===== src/dfr_pkg.sv =====
`timescale 1ns / 1ps

package dfr_pkg;

   // entries that the register file can describe
   localparam int TableDepth = 16;
   localparam int TableIdxW  = 4;
   localparam int MaxEntries = 16;

   localparam int LengthW    = 5;
   localparam int KindsW     = 32;
   localparam int ValuesW    = 64;
   localparam int CsrIndexW  = 2;
   localparam int CsrDataW   = 64;
   localparam int ByteW      = 8;

   // register indexes on the csr port
   localparam logic [CsrIndexW-1:0] CSR_TABLE_LENGTH = 2'd0;
   localparam logic [CsrIndexW-1:0] CSR_ENTRY_KINDS  = 2'd1;
   localparam logic [CsrIndexW-1:0] CSR_VALUES_LOW   = 2'd2;
   localparam logic [CsrIndexW-1:0] CSR_VALUES_HIGH  = 2'd3;

   typedef enum logic [1:0] {
      KIND_START = 2'd0,
      KIND_END   = 2'd1,
      KIND_CHECK = 2'd2,
      KIND_DATA  = 2'd3
   } kind_type;

   // format table as held in the csr block
   typedef struct packed {
      logic [LengthW-1:0] table_length;
      logic [KindsW-1:0]  entry_kinds;
      logic [ValuesW-1:0] entry_values_high;
      logic [ValuesW-1:0] entry_values_low;
   } table_cfg_type;

   // one result word
   typedef struct packed {
      logic [ByteW-1:0] out_byte;
      logic             payload_valid;
      logic             check_valid;
      logic             frame_start;
      logic             frame_abort;
      logic             frame_done;
   } rsp_type;

endpackage


===== src/dfr_csr.sv =====
`timescale 1ns / 1ps

module dfr_csr (
   input  logic                               clock,
   input  logic                               reset,
   input  logic                               csr_write_enable,
   input  logic [dfr_pkg::CsrIndexW-1:0]      csr_index,
   input  logic [dfr_pkg::CsrDataW-1:0]       csr_wdata,
   output dfr_pkg::table_cfg_type             cfg
);

   dfr_pkg::table_cfg_type cfg_ff, cfg_in;

   // register write decode
   always_comb begin
      cfg_in = cfg_ff;
      if (csr_write_enable) begin
         case (csr_index)
            dfr_pkg::CSR_TABLE_LENGTH: begin
               cfg_in.table_length = csr_wdata[dfr_pkg::LengthW-1:0];
            end
            dfr_pkg::CSR_ENTRY_KINDS: begin
               cfg_in.entry_kinds = csr_wdata[dfr_pkg::KindsW-1:0];
            end
            dfr_pkg::CSR_VALUES_LOW: begin
               cfg_in.entry_values_low = csr_wdata[dfr_pkg::ValuesW-1:0];
            end
            dfr_pkg::CSR_VALUES_HIGH: begin
               cfg_in.entry_values_high = csr_wdata[dfr_pkg::ValuesW-1:0];
            end
            default: begin
               cfg_in = cfg_ff;
            end
         endcase
      end
   end

   always_ff @(posedge clock) begin
      if (reset) begin
         cfg_ff <= '0;
      end else begin
         cfg_ff <= cfg_in;
      end
   end

   assign cfg = cfg_ff;

endmodule


===== src/dfr_parse.sv =====
`timescale 1ns / 1ps

module dfr_parse #(
   parameter int MAX_ENTRIES = dfr_pkg::MaxEntries
) (
   input  logic                          clock,
   input  logic                          reset,
   input  dfr_pkg::table_cfg_type        cfg,
   input  logic                          req_valid,
   output logic                          req_ready,
   input  logic [dfr_pkg::ByteW-1:0]     req_rx_byte,
   output logic                          res_valid,
   input  logic                          res_ready,
   output dfr_pkg::rsp_type              res
);

   localparam int IdxW  = (MAX_ENTRIES > 2) ? $clog2(MAX_ENTRIES) : 1;
   localparam int LenW  = $clog2(MAX_ENTRIES + 1);
   localparam int CalcW = (LenW > dfr_pkg::LengthW) ? LenW : dfr_pkg::LengthW;

   // input word register
   logic                      hold_valid_ff, hold_valid_in;
   logic [dfr_pkg::ByteW-1:0] rx_ff, rx_in;

   // frame state
   logic            in_frame_ff, in_frame_in;
   logic [IdxW-1:0] entry_index_ff, entry_index_in;

   logic                           advance;
   logic [CalcW-1:0]               len_raw, len, last, next;
   logic                           beyond;
   logic [dfr_pkg::TableIdxW-1:0]  lookup;
   logic [2*dfr_pkg::ValuesW-1:0]  values;
   dfr_pkg::kind_type              kind;
   logic [dfr_pkg::ByteW-1:0]      value;
   dfr_pkg::rsp_type               res_w;

   assign advance       = hold_valid_ff && res_ready;
   assign req_ready     = !hold_valid_ff || res_ready;
   assign hold_valid_in = (req_valid && req_ready) || (hold_valid_ff && !res_ready);
   assign rx_in         = (req_valid && req_ready) ? req_rx_byte : rx_ff;

   // length clamp and next entry position
   assign len_raw = CalcW'(cfg.table_length);
   assign len     = (len_raw > CalcW'(MAX_ENTRIES)) ? CalcW'(MAX_ENTRIES) : len_raw;
   assign last    = len - CalcW'(1);
   assign next    = CalcW'(entry_index_ff) + CalcW'(1);

   // table lookup; entries past storage read as start mark with zero value
   assign values = {cfg.entry_values_high, cfg.entry_values_low};
   assign beyond = next >= CalcW'(dfr_pkg::TableDepth);
   assign lookup = next[dfr_pkg::TableIdxW-1:0];
   assign kind   = beyond ? dfr_pkg::KIND_START
                          : dfr_pkg::kind_type'(cfg.entry_kinds[2*lookup +: 2]);
   assign value  = beyond ? '0 : values[dfr_pkg::ByteW*lookup +: dfr_pkg::ByteW];

   // decision for the held word
   always_comb begin
      res_w          = '0;
      res_w.out_byte = rx_ff;
      in_frame_in    = in_frame_ff;
      entry_index_in = entry_index_ff;
      if (len != '0) begin
         if (!in_frame_ff) begin
            if (rx_ff == cfg.entry_values_low[dfr_pkg::ByteW-1:0]) begin
               in_frame_in       = 1'b1;
               entry_index_in    = '0;
               res_w.frame_start = 1'b1;
            end else begin
               res_w.frame_abort = 1'b1;
            end
         end else if (next >= last) begin
            res_w.frame_done = 1'b1;
            in_frame_in      = 1'b0;
            entry_index_in   = '0;
         end else begin
            entry_index_in = next[IdxW-1:0];
            case (kind)
               dfr_pkg::KIND_START, dfr_pkg::KIND_END: begin
                  if (rx_ff != value) begin
                     res_w.frame_abort = 1'b1;
                     in_frame_in       = 1'b0;
                     entry_index_in    = '0;
                  end
               end
               dfr_pkg::KIND_CHECK: begin
                  res_w.check_valid = 1'b1;
               end
               default: begin
                  res_w.payload_valid = 1'b1;
               end
            endcase
         end
      end
   end

   always_ff @(posedge clock) begin
      rx_ff <= rx_in;
      if (reset) begin
         hold_valid_ff  <= 1'b0;
         in_frame_ff    <= 1'b0;
         entry_index_ff <= '0;
      end else begin
         hold_valid_ff <= hold_valid_in;
         if (advance) begin
            in_frame_ff    <= in_frame_in;
            entry_index_ff <= entry_index_in;
         end
      end
   end

   assign res_valid = hold_valid_ff;
   assign res       = res_w;

endmodule


===== src/dfr_out.sv =====
`timescale 1ns / 1ps

module dfr_out (
   input  logic                       clock,
   input  logic                       reset,
   input  logic                       res_valid,
   output logic                       res_ready,
   input  dfr_pkg::rsp_type           res,
   output logic                       rsp_valid,
   input  logic                       rsp_ready,
   output dfr_pkg::rsp_type           rsp
);

   logic             valid_ff, valid_in;
   dfr_pkg::rsp_type rsp_ff, rsp_in;

   // result register, loads whenever empty or being drained
   assign res_ready = !valid_ff || rsp_ready;
   assign valid_in  = res_ready ? res_valid : valid_ff;
   assign rsp_in    = (res_ready && res_valid) ? res : rsp_ff;

   always_ff @(posedge clock) begin
      rsp_ff <= rsp_in;
      if (reset) begin
         valid_ff <= 1'b0;
      end else begin
         valid_ff <= valid_in;
      end
   end

   assign rsp_valid = valid_ff;
   assign rsp       = rsp_ff;

endmodule


===== src/table_driven_frame_deframer.sv =====
`timescale 1ns / 1ps

// channel   direction  handshake              payload
// req       in         req_valid/req_ready    req_rx_byte
// rsp       out        rsp_valid/rsp_ready    rsp_out_byte and five flags
// csr       in         csr_write_enable       csr_index, csr_wdata
//
// one word per cycle unless rsp stalls; input register, then result register
// the frame state advances as a word moves from the input register to the result register
// synchronous active-high reset empties both registers and returns to hunting
// rsp stall holds the result register; req_ready drops only when both registers are full

module table_driven_frame_deframer #(
   parameter int MAX_ENTRIES = dfr_pkg::MaxEntries
) (
   input  logic                              clock,
   input  logic                              reset,
   input  logic                              req_valid,
   output logic                              req_ready,
   input  logic [dfr_pkg::ByteW-1:0]         req_rx_byte,
   output logic                              rsp_valid,
   input  logic                              rsp_ready,
   output logic [dfr_pkg::ByteW-1:0]         rsp_out_byte,
   output logic                              rsp_payload_valid,
   output logic                              rsp_check_valid,
   output logic                              rsp_frame_start,
   output logic                              rsp_frame_abort,
   output logic                              rsp_frame_done,
   input  logic                              csr_write_enable,
   input  logic [dfr_pkg::CsrIndexW-1:0]     csr_index,
   input  logic [dfr_pkg::CsrDataW-1:0]      csr_wdata
);

   dfr_pkg::table_cfg_type cfg;
   dfr_pkg::rsp_type       res;
   dfr_pkg::rsp_type       rsp;
   logic                   res_valid;
   logic                   res_ready;

   dfr_csr u_csr (
      .clock            (clock),
      .reset            (reset),
      .csr_write_enable (csr_write_enable),
      .csr_index        (csr_index),
      .csr_wdata        (csr_wdata),
      .cfg              (cfg)
   );

   dfr_parse #(
      .MAX_ENTRIES (MAX_ENTRIES)
   ) u_parse (
      .clock       (clock),
      .reset       (reset),
      .cfg         (cfg),
      .req_valid   (req_valid),
      .req_ready   (req_ready),
      .req_rx_byte (req_rx_byte),
      .res_valid   (res_valid),
      .res_ready   (res_ready),
      .res         (res)
   );

   dfr_out u_out (
      .clock     (clock),
      .reset     (reset),
      .res_valid (res_valid),
      .res_ready (res_ready),
      .res       (res),
      .rsp_valid (rsp_valid),
      .rsp_ready (rsp_ready),
      .rsp       (rsp)
   );

   assign rsp_out_byte      = rsp.out_byte;
   assign rsp_payload_valid = rsp.payload_valid;
   assign rsp_check_valid   = rsp.check_valid;
   assign rsp_frame_start   = rsp.frame_start;
   assign rsp_frame_abort   = rsp.frame_abort;
   assign rsp_frame_done    = rsp.frame_done;

   // at most one flag per result word
   assert property (@(posedge clock) disable iff (reset)
      rsp_valid |-> $onehot0({rsp_payload_valid, rsp_check_valid, rsp_frame_start,
                              rsp_frame_abort, rsp_frame_done}))
      else $error("more than one flag set on a result word");

   // a start result carries the head entry's byte
   assert property (@(posedge clock) disable iff (reset)
      (rsp_valid && rsp_frame_start) |-> (rsp_out_byte == cfg.entry_values_low[7:0]))
      else $error("frame start on a byte that differs from the head entry");

   // an empty table raises no frame flags
   assert property (@(posedge clock) disable iff (reset)
      (rsp_valid && (rsp_frame_start || rsp_frame_abort || rsp_frame_done ||
                     rsp_payload_valid || rsp_check_valid))
      |-> (cfg.table_length != '0))
      else $error("frame flag raised with an empty table");

endmodule

===== config.mk =====
export PLATFORM = sky130hd
export DESIGN_NAME = table_driven_frame_deframer
export DESIGN_NICKNAME = d
export VERILOG_FILES = /design/src/dfr_pkg.sv /design/src/dfr_csr.sv /design/src/dfr_parse.sv /design/src/dfr_out.sv /design/src/table_driven_frame_deframer.sv
export SDC_FILE = /design/constraint.sdc
export NUM_CORES = 1
export LEC_CHECK = 0
export ABC_CLOCK_PERIOD_IN_PS = 4540
export BUFFER_PORTS_ARGS = -buffer_cell sky130_fd_sc_hd__buf_4
export CAP_MARGIN = 20
export CORE_AREA = 2 2 120 122
export DETAILED_ROUTE_END_ITERATION = 16
export DIE_AREA = 0 0 122 124
export PLACE_DENSITY_LB_ADDON = 0.08
export SYNTH_ARGS = -nofsm -noshare
export SYNTH_HDL_FRONTEND = slang
export SYNTH_SLANG_ARGS = --single-unit

===== constraint.sdc =====
create_clock -name clock -period 4.54 [get_ports clock]
set_input_delay 0.227 -clock clock [delete_from_list [all_inputs] [get_ports clock]]
set_output_delay 0.227 -clock clock [all_outputs]
set_load 0.02 [all_outputs]

Word-level counts from Yosys, hierarchy flattened --
Cells that the tools add are included.
Word-level totals: word-level logic and storage cells 76, bits in registers 193, output and inout bits 15
Cells by class: muxes and demuxes 21, equal/unequal tests 7, bitwise logic cells 2, add/subtract/negate cells 2, reduce and logical (&&, ||, !) cells 24, shifts and indexed selects 2, order comparisons 3
Operator list (number):
- $shiftx 128x8->8 | 1
- $shiftx 32x6->2 | 1
- $mux 4 | 5
- $mux 1 | 13
- $reduce_and 2->1 | 6
- $eq 8x8->1 | 1
- $mux 8 | 1
- $ne 8x8->1 | 1
- $eq 2x2->1 const B | 3
- $reduce_or 3->1 | 2
- $add 4x1->5 const B | 1
- $ge 5x5->1 | 1
- $ge 5x5->1 const B | 1
- $gt 5x5->1 const B | 1
- $mux 5 | 1
- $reduce_bool 5->1 | 1
- $sub 5x1->5 const B | 1
- $eq 2x1->1 const B | 2
- $logic_not 2->1 | 2
- $reduce_or 2->1 | 2
- $logic_and 1x1->1 | 3
- $logic_not 1->1 | 3
- $logic_or 1x1->1 | 3
- $reduce_and 3->1 | 1
- 3 further kinds | 4

Logic depth before layout (Yosys ltp) --
depth in word-level cells 8, mapped depth 12

By module --
From an unflattened synthesis, not the netlist that was laid out.
Second synthesis, totals: cells, all modules 846, area, all modules 9631.7 µm²
Modules (own cells, without submodules):
- dfr_csr | times used 1, area an instance 6716.4 µm², sequential area each 3303.2 µm², cells an instance 608
- dfr_parse | times used 1, area an instance 2469.9 µm², sequential area each 360.3 µm², cells an instance 220
- dfr_out | times used 1, area an instance 445.4 µm², sequential area each 410.4 µm², cells an instance 18

Worst setup path before layout --
No wires, ideal clock.
path type reg-to-reg, start reg u_parse.entry_index_ff[1], end reg u_out.rsp_ff (netlist bit u_out.rsp[1]) (data pin), data arrival time 2653 ps, required time 4252 ps, slack 1599 ps, clock period less this slack 2941 ps, stages on the path, launching flop included 11, path buffers 2, cells stage by stage dfxtp_1 -> ha_1 -> buf_2 -> buf_2 -> mux2_2 -> o22ai_1 -> nor3_1 -> or3_1 -> a2111oi_2 -> a21boi_2 -> o2bb2ai_1
Between the ends: word-level cells in the longest chain between the ends 8, elaborated cells on any way between the ends 15, those cells by class 1 x add/sub; 2 x order compare; 2 x eq/ne; 2 x shift; 6 x mux; 2 x reduce/logical
Ends and longest elaborated chain:
- start: declaration | RTL line dfr_parse.sv:27 | logic [IdxW-1:0] entry_index_ff, entry_index_in;
- start signal: assignment | RTL line dfr_parse.sv:107 | entry_index_ff <= entry_index_in;
- $add 4x1->5 (*) | RTL line dfr_parse.sv:47 | assign next = CalcW'(entry_index_ff) + CalcW'(1);
- $shiftx 128x8->8 (tied with other cells) | RTL line dfr_parse.sv:55 | assign value = beyond ? '0 : values[dfr_pkg::ByteW*lookup +: dfr_pkg::ByteW];
- $mux 8 or $mux 2 (tied branches) | RTL line dfr_parse.sv:55, dfr_parse.sv:53
- $ne 8x8->1 (tied with other cells) | RTL line dfr_parse.sv:80 | if (rx_ff != value) begin
- $mux 1 or $reduce_or 2->1 (tied branches) | RTL line dfr_parse.sv:80, dfr_parse.sv:78
- $mux 1 | RTL line dfr_parse.sv:78 | case (kind)
- $mux 1 (*) | RTL line dfr_parse.sv:72 | end else if (next >= last) begin
- $mux 1 (*) | RTL line dfr_parse.sv:64 | if (!in_frame_ff) begin
- end signal: assignment | RTL line dfr_out.sv:23 | rsp_ff <= rsp_in;
- end: declaration | RTL line dfr_out.sv:15 | dfr_pkg::rsp_type rsp_ff, rsp_in;
Mark *: on every way between the ends. The rest lies on a longest branch, timed or not. A chain may end at the register's enable or synchronous reset.

Worst setup path after layout --
Ends and elaborated chain as after synthesis.

==> results.md <==
| Stage | Item | This run |
| --- | --- | --- |
| layout | Number of antenna cells inserted | 0 |
| timing | Pin slew with the least headroom to its limit | 1.026 ns |
| cts | Number of clock sinks | 193 |
| worst setup path | Endpoint of the worst register-to-register path | u_out.rsp[1] |
| timing | Accumulated negative setup slack | 0 ns |
| detailed routing | Ratio of routed vias to standard cells | 5.884 |
| layout | Non-Filler Cell Area, Final | 0.009916 mm² |
| place | Weighted congestion reported at the end of routability-driven placement | 0.9161 |
| yosys | Post-synth ARST share | 0 |
| die | Area inside the core boundary | 0.01372 mm² |
| power | PwrDens | 352.6 mW/mm² |
| die | Width of the die | 122 µm |
| worst setup path | Worst setup path class | reg -> reg |
| power | Worst IR Drop VDD | 248.3 µV |
| layout | FILL cells | 1,122 |
| worst setup path | Slack of the worst reg-to-reg path | 1.15 ns |
| global routing | Number of antenna violations at the first check in global routing | 0 |
| yosys | Post-synth EDFFs | 21 |
| worst setup path | Critical Path Source Type | flop |
| timing | Unrepaired setup endpoints after global routing | no |
| yosys | Dominant synthesized flop cell | dfxtp_1 |
| timing | Fraction of the cycle the final worst path needs | 0.7477 |
| yosys | Warnings from Yosys | 0 |
| yosys | Syn_nets | 1,096 |
| detailed routing | Via count | 7,449 |
| timing | Final-report hold violation count | 0 |
| die | Number of cell rows | 43 |
| worst setup path | Count of cells along the worst register-to-register path | 9 |
| yosys | Total of flip-flops plus latches after synthesis | 193 |
| worst setup path | CP Capture Point | u_out.rsp[1] |
| worst setup path | Top fanout value on the critical path | 31 |
| cts | Root buffer cell | clkbuf_16 |
| die | Top-Level Pins | 94 |
| global routing | Global route total overflow | 0 |
| cts | Max clock buf depth | 2 |
| yosys | Post-synthesis instance area | 0.008509 mm² |
| timing | Max Clk Rate | 294.6 MHz |
| place | Detailed placer's ending HPWL | 15,940 µm |
| cts | Clock insertion delay at the later pin of the skew report | 0.43 ns |
| power | Total leakage power | 3.610 nW |
| min path | Hold WC Path Type | in -> reg |
| yosys | Post-Synthesis Mean Instance Area | 8.425 µm² |
| worst setup path | Required time at the worst-slack endpoint | 4.72 ns |
| detailed routing | WL/cell | 18.62 µm |
| power | Final total power | 3.496 mW |
| run | Max-cap violations | 0 |
| worst setup path | Worst path arrival time | 3.58 ns |
| detailed routing | DRC violation total after the first TritonRoute iteration | 678 |
| place | Worst slack after detailed placement | 1.193 ns |
| detailed routing | Post-Route WL | 23,580 µm |
| timing | Total of endpoints with negative setup slack in the final report | 0 |
| global routing | Pin count of the biggest net entering global routing | 98 |
| global routing | Vias in the first global route | 6,788 |
| cts | Cts-stage hold buffer count | 8 |
| detailed routing | DRC violations left | 0 |
| layout | Proportion of layout cells with a drive suffix above 1 | 0.1805 |
| cts | Number of levels in the clock H-tree | 4 |
| layout | Core occupancy in the finished layout | 0.7228 |
| yosys | Fraction of the yosys area taken by sequential cells | 0.4788 |
| die | Initial Utilization | 0.6202 |
| timing | Fin worst setup slack | 1.145 ns |
| outcome | Status | finished clean |
| detailed routing | Antenna Nets Post-Route | 0 |
| worst setup path | Critical Path End Type | flop |
| detailed routing | Drt first pass iters | 7 |
| cts | Count of cells resized by post-cts repair | 0 |
| layout | # nets final | 1,161 |
| timing | Final slew viol count | 0 |
| global routing | Global-route wire length before repair | 36,640 µm |
| cts | Clock slew at the register clock pins of the worst setup and hold paths | 0.07 ns |
| timing | Worst clock skew | 0.006859 ns |
| yosys | Unique masters post-synth | 49 |
| timing | Minimum clock period | 3.395 ns |
| global routing | Aggregate global-route resource usage | 0.3187 |
| place | Instance area at placement | 0.009279 mm² |
| timing | Max_slew headroom | 0.3162 |
| cts | Post-CTS repair timing setup buffer count | 0 |
| die | Die area | 0.01513 mm² |
| worst setup path | Worst R2R Start | u_parse.entry_index_ff[1] |
| layout | Synthesis-to-layout area growth | 16.53% |
| die | Die outline height | 124 µm |
| yosys | Post-synthesis instance total | 1,010 |
| place | Buffers on Ports | 93 |
| cts | CTS tree | built |
| cts | Number of buffers created by CTS | 17 |
| worst setup path | Critical path launch point | u_parse.entry_index_ff[1] |
==> cells by family after synthesis <==
group	Yosys count	synth area share
and+or+nand+nor	424	0.2048
AOI/OAI and AO/OA	213	0.1382
DFF	193	0.4788
muxes	80	0.1117
buffers and inverters	75	0.03544
xor gates and xnor gates	18	0.02073
adders and majority gates	7	0.01029
==> Yosys cell counts (2+ instances only) <==
cell type    n  area, µm²
nand2b_1     6      37.54
nand2_2      3      18.77
mux4_2       8      180.2
and3_1       2      12.51
mux2i_1     32      320.3
o21ai_0      3      15.01
o31ai_1      3      22.52
edfxtp_1    21      630.6
mux2_2      40      450.4
nand2_1    334       1254
inv_1        6      22.52
nor4_1       4      25.02
buf_1        2      7.510
nor3_1       7      35.03
a21oi_1    167      835.8
nor2b_1      4      25.02
a21o_1       2      15.01
o22ai_1     21      131.4
dfxtp_1    172       3443
or3_1        2      12.51
nor3b_1      2      15.01
nor2_1      18      67.56
buf_2        9      45.04
o32ai_1      6      52.55
or2_2        2      12.51
clkbuf_1    56      210.2
nand3_1     28      140.1
a2111oi_2    2      30.03
nand4_1      6      37.54
ha_1         7      87.58
o211ai_1     2      15.01
xor2_1      16      140.1
==> metal layers <==
| layer | part of all wire | wire [µm] | GRT usage |
|---|---|---|---|
| met5 | 0 | 0 | 0 |
| met4 | 0.023 | 551 | 0.1085 |
| met3 | 0.083 | 1950 | 0.04487 |
| met2 | 0.46 | 10760 | 0.4899 |
| met1 | 0.44 | 10320 | 0.4628 |
==> placed cells by master (no fill, tap or decap), types with 7 or more instances in the layout <==
| cell | netlist | routed |
|---|---|---|
| buf_4 | 1 | 105 |
| nor3_1 | 7 | 7 |
| dfxtp_1 | 172 | 172 |
| o22ai_1 | 21 | 21 |
| mux2_2 | 40 | 40 |
| edfxtp_1 | 21 | 21 |
| clkbuf_16 | 0 | 17 |
| a21oi_1 | 167 | 167 |
| dlygate4sd3_1 | 0 | 8 |
| nor2_1 | 18 | 17 |
| nand2_1 | 334 | 334 |
| mux2i_1 | 32 | 32 |
| mux4_2 | 8 | 8 |
| xor2_1 | 16 | 16 |
| nand3_1 | 28 | 27 |
==> metrics by stage <==
| step | hold slack [ns] | instances |
|---|---|---|
| 2_1_floorplan | 0.3259 | 1010 |
| 3_3_place_gp | 0.4092 | 1227 |
| 3_5_place_dp | 0.4065 | 1227 |
| 4_1_cts | 0.02253 | 1265 |
| 5_1_grt | 0.02924 | 1266 |
| 6_report | 0.02162 | 1266 |
==> worst max-delay path, stage by stage (launching register included) <==
cell	delay [ns]
dfxtp_1	0.37
ha_4	0.57
buf_4	0.36
mux2_2	0.37
o22ai_1	0.12
nor3_1	0.07
or3_1	0.35
a2111oi_2	0.59
a21boi_2	0.18
o2bb2ai_1	0.16
==> sequential cells by signal, indices dropped and copies added, names as in the netlist <==
signal / flops
u_parse.res_valid: 1
u_parse.entry_index_ff: 4
u_parse.rx_ff: 8
u_csr.cfg: 165
u_out.rsp_valid: 1
u_parse.in_frame_ff: 1
u_out.rsp: 13
==> final cells by class <==
| class | instances | area, µm² | share of cell area |
|---|---|---|---|
| inverters | 7 | 31.28 | 0.003155 |
| clock inverters | 4 | 26.28 | 0.002650 |
| multi-input cells | 742 | 4160 | 0.4196 |
| clock buffers | 26 | 503.0 | 0.05073 |
| repair buffers | 114 | 895.9 | 0.09035 |
| flip-flops and latches | 193 | 4074 | 0.4109 |
| well taps | 180 | 225.2 | 0.02271 |
==> worst min-delay path by stage <==
stage	from	endpoint	slack, ns	cells past startpoint
4_1_cts	req_valid	u_parse.res_valid	0.02	3
3_5_place_dp	req_rx_byte[3]	u_parse.rx_ff[3]	0.41	1
5_1_grt	req_valid	u_parse.res_valid	0.03	3
2_1_floorplan	req_rx_byte[0]	u_parse.rx_ff[0]	0.33	0
3_3_place_gp	req_rx_byte[4]	u_parse.rx_ff[4]	0.41	1
6_report	req_valid	u_parse.res_valid	0.02	3
==> power by group <==
| group | internal, mW | leakage [nW] | switching (mW) |
|---|---|---|---|
| registers | 1.78 | 1.60 | 0.0424 |
| logic | 0.125 | 1.75 | 0.169 |
| clock network | 0.759 | 0.256 | 0.617 |
Power figures use the tool's default switching activity.
